==> src/hdl/midi_byte_stream_parser_macros.svh <==
// Assertion macros used by the RTL.
`ifndef MIDI_BYTE_STREAM_PARSER_MACROS_SVH
`define MIDI_BYTE_STREAM_PARSER_MACROS_SVH

`ifndef SYNTHESIS

`define MBSP_ASSERT_IMP(name, clk, rst_n, ante, cons) \
    name: assert property (@(posedge clk) disable iff (!rst_n) (ante) |-> (cons)) \
        else $error("mbsp assertion failed");

`define MBSP_ASSERT_NEXT(name, clk, rst_n, ante, cons) \
    name: assert property (@(posedge clk) disable iff (!rst_n) (ante) |=> (cons)) \
        else $error("mbsp assertion failed");

`else

`define MBSP_ASSERT_IMP(name, clk, rst_n, ante, cons)

`define MBSP_ASSERT_NEXT(name, clk, rst_n, ante, cons)

`endif

`endif

==> src/hdl/mbsp_pkg.sv <==
package mbsp_pkg;

    localparam logic [7:0] STATUS_NONE   = 8'h00;
    localparam logic [7:0] STATUS_SYSEX  = 8'h01;

    localparam logic [7:0] NOTE_OFF_MIN  = 8'h80;
    localparam logic [7:0] PROG_CHG_MIN  = 8'hC0;
    localparam logic [7:0] PITCH_MIN     = 8'hE0;
    localparam logic [7:0] SYSEX_START   = 8'hF0;
    localparam logic [7:0] MTC_QFRAME    = 8'hF1;
    localparam logic [7:0] SONG_POS      = 8'hF2;
    localparam logic [7:0] SONG_SELECT   = 8'hF3;
    localparam logic [7:0] TUNE_REQUEST  = 8'hF6;
    localparam logic [7:0] SYSEX_END     = 8'hF7;
    localparam logic [7:0] REALTIME_MIN  = 8'hF8;

    typedef struct packed {
        logic [1:0] byte_count;
        logic [7:0] first_byte;
        logic [7:0] second_byte;
        logic       message_complete;
        logic       realtime_valid;
        logic [7:0] realtime_byte;
    } mbsp_result_t;

endpackage

==> src/hdl/mbsp_if.sv <==
interface mbsp_byte_if;
    logic       valid;
    logic       ready;
    logic [7:0] byte_in;

    modport source (output valid, output byte_in, input ready);
    modport sink (input valid, input byte_in, output ready);
endinterface

interface mbsp_result_if;
    logic       valid;
    logic       ready;
    logic [1:0] byte_count;
    logic [7:0] first_byte;
    logic [7:0] second_byte;
    logic       message_complete;
    logic       realtime_valid;
    logic [7:0] realtime_byte;

    modport source (
        output valid, output byte_count, output first_byte, output second_byte,
        output message_complete, output realtime_valid, output realtime_byte,
        input ready
    );
    modport sink (
        input valid, input byte_count, input first_byte, input second_byte,
        input message_complete, input realtime_valid, input realtime_byte,
        output ready
    );
endinterface

==> src/hdl/midi_byte_stream_parser.sv <==
// An accepted byte is held in the input register, then decoded into the result register.
// Throughput: one byte per cycle unless output stalls; running status decode is combinational.
// One further byte is taken while a finished result word waits on the output.
// Reset (rst_n low, asynchronous): running status none, no third byte pending, both stages empty.
`include "midi_byte_stream_parser_macros.svh"

module midi_byte_stream_parser
    import mbsp_pkg::*;
(
    input  logic        clk,
    input  logic        rst_n,
    mbsp_byte_if.sink   midi_in,
    mbsp_result_if.source result
);

    logic         in_valid_reg;
    logic [7:0]   in_byte_reg;
    logic [7:0]   rs_reg;
    logic [7:0]   rs_next;
    logic         exp_reg;
    logic         exp_next;
    logic         out_valid_reg;
    mbsp_result_t out_reg;
    mbsp_result_t out_next;
    logic         advance;
    logic         sysex;

    assign advance       = !out_valid_reg || result.ready;
    assign midi_in.ready = !in_valid_reg || advance;

    always_comb
    begin
        out_next = '0;
        rs_next  = rs_reg;
        exp_next = exp_reg;
        sysex    = (rs_reg == STATUS_SYSEX);
        if (in_byte_reg[7])
        begin
            if (in_byte_reg >= REALTIME_MIN)
            begin
                out_next.realtime_valid = 1'b1;
                out_next.realtime_byte  = in_byte_reg;
            end
            else
            begin
                rs_next  = (in_byte_reg <= SONG_SELECT) ? in_byte_reg : STATUS_NONE;
                exp_next = 1'b0;
                if (sysex)
                begin
                    out_next.byte_count       = 2'd1;
                    out_next.first_byte       = SYSEX_END;
                    out_next.message_complete = 1'b1;
                end
                if (in_byte_reg == TUNE_REQUEST)
                begin
                    out_next.message_complete = 1'b1;
                    if (sysex)
                    begin
                        out_next.byte_count  = 2'd2;
                        out_next.second_byte = TUNE_REQUEST;
                    end
                    else
                    begin
                        out_next.byte_count = 2'd1;
                        out_next.first_byte = TUNE_REQUEST;
                    end
                end
            end
        end
        else if (exp_reg)
        begin
            exp_next                  = 1'b0;
            out_next.byte_count       = 2'd1;
            out_next.first_byte       = in_byte_reg;
            out_next.message_complete = 1'b1;
        end
        else if (sysex)
        begin
            out_next.byte_count = 2'd1;
            out_next.first_byte = in_byte_reg;
        end
        else if (rs_reg >= NOTE_OFF_MIN && rs_reg <= SONG_SELECT)
        begin
            // status re-emitted ahead of the first data byte
            out_next.byte_count  = 2'd2;
            out_next.first_byte  = rs_reg;
            out_next.second_byte = in_byte_reg;
            if (rs_reg < PROG_CHG_MIN)
            begin
                exp_next = 1'b1;
            end
            else if (rs_reg < PITCH_MIN)
            begin
                out_next.message_complete = 1'b1;
            end
            else if (rs_reg < SYSEX_START)
            begin
                exp_next = 1'b1;
            end
            else if (rs_reg == SYSEX_START)
            begin
                rs_next = STATUS_SYSEX;
            end
            else if (rs_reg == SONG_POS)
            begin
                exp_next = 1'b1;
                rs_next  = STATUS_NONE;
            end
            else
            begin
                out_next.message_complete = 1'b1;
                rs_next                   = STATUS_NONE;
            end
        end
    end

    always_ff @(posedge clk or negedge rst_n)
    begin
        if (!rst_n)
        begin
            in_valid_reg  <= 1'b0;
            out_valid_reg <= 1'b0;
            rs_reg        <= STATUS_NONE;
            exp_reg       <= 1'b0;
        end
        else
        begin
            if (midi_in.ready)
            begin
                in_valid_reg <= midi_in.valid;
            end
            if (advance)
            begin
                out_valid_reg <= in_valid_reg;
            end
            if (advance && in_valid_reg)
            begin
                rs_reg  <= rs_next;
                exp_reg <= exp_next;
            end
        end
    end

    always_ff @(posedge clk)
    begin
        if (midi_in.ready && midi_in.valid)
        begin
            in_byte_reg <= midi_in.byte_in;
        end
        if (advance && in_valid_reg)
        begin
            out_reg <= out_next;
        end
    end

    assign result.valid            = out_valid_reg;
    assign result.byte_count       = out_reg.byte_count;
    assign result.first_byte       = out_reg.first_byte;
    assign result.second_byte      = out_reg.second_byte;
    assign result.message_complete = out_reg.message_complete;
    assign result.realtime_valid   = out_reg.realtime_valid;
    assign result.realtime_byte    = out_reg.realtime_byte;

    `MBSP_ASSERT_IMP(a_rs_legal, clk, rst_n, 1'b1,
        rs_reg == STATUS_NONE || rs_reg == STATUS_SYSEX || rs_reg[7])
    `MBSP_ASSERT_IMP(a_third_ctx, clk, rst_n, exp_reg,
        rs_reg == STATUS_NONE || (rs_reg >= NOTE_OFF_MIN && rs_reg < SYSEX_START))
    `MBSP_ASSERT_NEXT(a_stall_hold, clk, rst_n, out_valid_reg && !result.ready,
        $stable(rs_reg) && $stable(exp_reg))
    `MBSP_ASSERT_IMP(a_rt_alone, clk, rst_n, out_valid_reg && out_reg.realtime_valid,
        out_reg.byte_count == 2'd0 && !out_reg.message_complete)

endmodule

==> src/flat_wrapper.sv <==
// flat-port wrapper written by rule: the top's interface ports become plain ports
module midi_byte_stream_parser_flat import mbsp_pkg::*;
  (clk, rst_n, midi_in_valid, midi_in_byte_in, midi_in_ready, result_valid, result_byte_count, result_first_byte, result_second_byte, result_message_complete, result_realtime_valid, result_realtime_byte, result_ready);
  mbsp_byte_if midi_in_i ();
  mbsp_result_if result_i ();
  input  logic clk;
  input  logic rst_n;
  input wire logic [$bits(midi_in_i.valid)-1:0] midi_in_valid;
  input wire logic [$bits(midi_in_i.byte_in)-1:0] midi_in_byte_in;
  output wire logic [$bits(midi_in_i.ready)-1:0] midi_in_ready;
  output wire logic [$bits(result_i.valid)-1:0] result_valid;
  output wire logic [$bits(result_i.byte_count)-1:0] result_byte_count;
  output wire logic [$bits(result_i.first_byte)-1:0] result_first_byte;
  output wire logic [$bits(result_i.second_byte)-1:0] result_second_byte;
  output wire logic [$bits(result_i.message_complete)-1:0] result_message_complete;
  output wire logic [$bits(result_i.realtime_valid)-1:0] result_realtime_valid;
  output wire logic [$bits(result_i.realtime_byte)-1:0] result_realtime_byte;
  input wire logic [$bits(result_i.ready)-1:0] result_ready;
  assign midi_in_i.valid = midi_in_valid;
  assign midi_in_i.byte_in = midi_in_byte_in;
  assign midi_in_ready = midi_in_i.ready;
  assign result_valid = result_i.valid;
  assign result_byte_count = result_i.byte_count;
  assign result_first_byte = result_i.first_byte;
  assign result_second_byte = result_i.second_byte;
  assign result_message_complete = result_i.message_complete;
  assign result_realtime_valid = result_i.realtime_valid;
  assign result_realtime_byte = result_i.realtime_byte;
  assign result_i.ready = result_ready;
  midi_byte_stream_parser u_core (.clk(clk), .rst_n(rst_n), .midi_in(midi_in_i), .result(result_i));
endmodule
==> config.mk <==
export PLATFORM = sky130hd
export DESIGN_NAME = midi_byte_stream_parser_flat
export DESIGN_NICKNAME = d
export VERILOG_FILES = /design/src/hdl/mbsp_pkg.sv /design/src/hdl/mbsp_if.sv /design/src/hdl/midi_byte_stream_parser.sv /design/src/flat_wrapper.sv
export VERILOG_INCLUDE_DIRS = /design/src /design/src/hdl
export SDC_FILE = /design/constraint.sdc
export NUM_CORES = 1
export LEC_CHECK = 0
export BUFFER_PORTS_ARGS = -buffer_cell sky130_fd_sc_hd__buf_2
export CAP_MARGIN = 20
export CORE_AREA = 2 2 64 66
export DETAILED_ROUTE_END_ITERATION = 10
export DIE_AREA = 0 0 66 68
export PLACE_DENSITY = 0.81
export SYNTH_ARGS = -nofsm -noshare
export SYNTH_HDL_FRONTEND = slang
export SYNTH_SLANG_ARGS = --single-unit
export TNS_END_PERCENT = 10
==> constraint.sdc <==
create_clock -name clk -period 6.3 [get_ports clk]
set_input_delay 0.945 -clock clk [delete_from_list [all_inputs] [get_ports clk]]
set_output_delay 0.945 -clock clk [all_outputs]
set_load 0.005 [all_outputs]
==> out/results.tsv <==
metric	value	unit
Seq. cell area	1330	um2
Int Power	509	uW
post-layout minimum cycle time	2.32	ns
reported net switching power	199	uW
detailed-placement wirelength estimate	2.68	mm
Max-Slew Margin vs Limit	65.0	%
Net Sw Frac	28.2	%
global route total overflow	0	
DRT Pass-1 Iters	4	
most instantiated flip-flop cell in the synthesis netlist	edfxtp_1	
CP most frequent cell	buf_2	
number of max-slew violations in the final report	0	
footprint of the multi-input gates	597	um2
buffers from clock root to sink, at most	2	
first-pass GRT wire length	5.87	mm
cell area after technology mapping	2000	um2
slew at the pin closest to its max-slew limit	0.526	ns
largest fanout on the critical path	3	
setup repair bufs after CTS	0	
number of placement rows	23	
setup TNS	0	ns
CTS tree	done	
static leakage	0.00109	uW
slowest stage cell on the critical path	nand3b_1	
count of fill cells added during filler insertion	323	
post-route fraction of the period consumed by the critical path	36.9	%
number of distinct library cells after synthesis	39	
Routability Congestion	0.912	
warning count from the yosys run	0	
status	complete, no violations	
crit path launch type	input pin	
most frequently used cell type in the post-synthesis netlist	edfxtp_1	
number of cells on the worst reg-to-reg path	7	
Mean Syn Cell Area	13.6	um2
Placement Cell Area	2250	um2
classification of the worst setup path	in -> out	
combinational group share of total power	17.3	%
cell at the root of the clock tree	clkbuf_8	
utilization after layout	60.7	%
largest net degree at the start of global routing	29	
CTS Hold Buffers Added	0	
number of endpoints with negative hold slack in the final report	0	
number of vias per cell after detailed routing	5.37	
floorplan core area	3860	um2
vias in the first global route	1230	
power per unit of standard cell area	303	nW/um2
DR vias	1310	
WP buf/inv	2	
path category of the worst min-delay check	in -> async	
ordered cell list for the critical path	buf_2, nand3b_1, buf_2	
later-pin clock latency in the skew report	0.30	ns
most common library cells after synthesis	edfxtp_1, nand2_1, inv_1, dfrtp_1	
total of endpoints with negative setup slack in the final report	0	
Worst R2R Start	u_core.in_byte_reg[6]	
antenna-violating nets left	0	
cells after synthesis	147	
initial standard-cell utilization of the core	51.8	%
total clock sinks	46	
port buffer count	41	
die footprint	4490	um2
final-stage net count	207	
area share of the largest cell type after synthesis	52.6	%
layout overhead on the synthesized area	17.1	%
endpoint type of the worst setup path	output pin	
number of nets produced by synthesis	161	
ranking of synthesized cells by area	edfxtp_1, dfrtp_1, nand2_1	
Worst R2R Setup Slack	4.40	ns
arrival time of data at the critical path endpoint	1.38	ns
# IOs	42	
clock buffers created by TritonCTS	5	
r2r endpoint	u_core.result.byte_count[1]	
Post-synth EDFFs	35	
number of storage elements in the synthesis netlist	46	
DR iter-0 viols	73	
overall track demand over capacity in global routing	18.2	%
clk slew on worst S/H paths	0.08	ns
RSZ-0062 raised after global routing	false	
detailed-route wire length	3.65	mm
sequential element share of the synthesized area	66.4	%
count of instances resized after the clock tree is built	0	
Avg WL per Cell	15.0	um
relative contribution of the clock network to total power	23.9	%
Die Ht	68	um
setup skew after layout	0.00525	ns
Worst path max stage delay	0.18	ns
DRC errors left	0	
Diodes inserted	0	
width of the chip	66	um
total of max-cap violations	0	
ratio of cells with drive above 1 in the final layout	30.4	%
sequential share of power	58.8	%
post-route cell area	2340	um2
endpoint required time on the critical path	5.35	ns
number of antenna violations at the first check in global routing	0	
Achievable Freq	430	MHz
async set or reset register ratio after synthesis	23.9	%
crit-path leading delay family	buffers and inverters	
worst vdd rail ir drop	0.000219	V
Yosys top cell by area	edfxtp_1	
CTS H-tree lvls	2	
## how the worst max path moves through the flow
| stage | from | end | cells past startpoint |
|---|---|---|---|
| floorplan | result_ready | u_core.rs_reg[0] | 4 |
| finish | result_ready | midi_in_ready | 3 |
| CTS | result_ready | midi_in_ready | 3 |
| global placement | result_ready | u_core.rs_reg[0] | 6 |
| global route | result_ready | midi_in_ready | 3 |
| detailed placement | result_ready | u_core.rs_reg[0] | 6 |
## cell usage in the layout (no fill, tap or decap), types with 2 or more instances in the layout
cell	n
a21oi_1	2
a221o_1	6
a22o_1	2
a31o_2	2
and2_1	6
buf_2	41
clkbuf_8	5
clkinv_1	2
dfrtp_1	11
edfxtp_1	35
ha_1	2
inv_1	15
mux2_4	2
mux2i_1	5
nand2_1	18
nand2b_1	3
nand3_1	3
nand4_1	3
nor2_1	6
nor3_1	2
or2_1	2
## per-layer routing
metal	track usage [%]	vias to the layer above	wire length (um)	part of all wire (%)
met5	0	-	0	0
met4	9.69	0	105	2.9
met3	5.76	9	247	6.8
met2	29.3	55	1770	49
met1	22.1	615	1520	42
li1	-	631	-	-
## power groups by stage
stage | Combinational (uW) | Clock [uW] | Sequential [uW]
finish | 123 | 169 | 416
global route | 138 | 186 | 422
CTS | 124 | 174 | 416
detailed placement | 124 | 0 | 422
global placement | 118 | 0 | 420
floorplan | 82.4 | 0 | 414
## cell type report
type | instances | area share (%)
Multi-Input combinational cell | 83 | 25.5
Clock inverter | 3 | 0.695
Clock buffer | 5 | 2.94
Inverter | 15 | 2.41
Tap cell | 50 | 2.67
Timing Repair Buffer | 42 | 9.09
Sequential cell | 46 | 56.7
## through the flow
step                      hold WS (ns)  std cells  setup slack [ns]  total power, uW
final                            0.501        244              3.98              708
after CTS                        0.502        244              3.98              715
after detailed placement         0.499        236              3.88              546
after global placement           0.505        236              3.93              537
after global routing             0.502        244              3.96              745
after floorplan                  0.471        147              3.64              496
## kinds of logic after synthesis
kind of cell | synth area share, %
mux | 4.01
flops | 66.4
buf+inv | 3.76
simple gates | 13.8
fa+ha+maj | 1.25
compound gates | 10.8
## worst register-to-register path: cells and delay by family, from the launching register on
family,cells,cell delay [ns]
AND/OR/NAND/NOR,4,0.82
flip-flops,1,0.50
adder cells (fa/ha/maj),1,0.19
buffers and inverters,2,0.14
No activity file was read; power rests on OpenSTA's default activity.
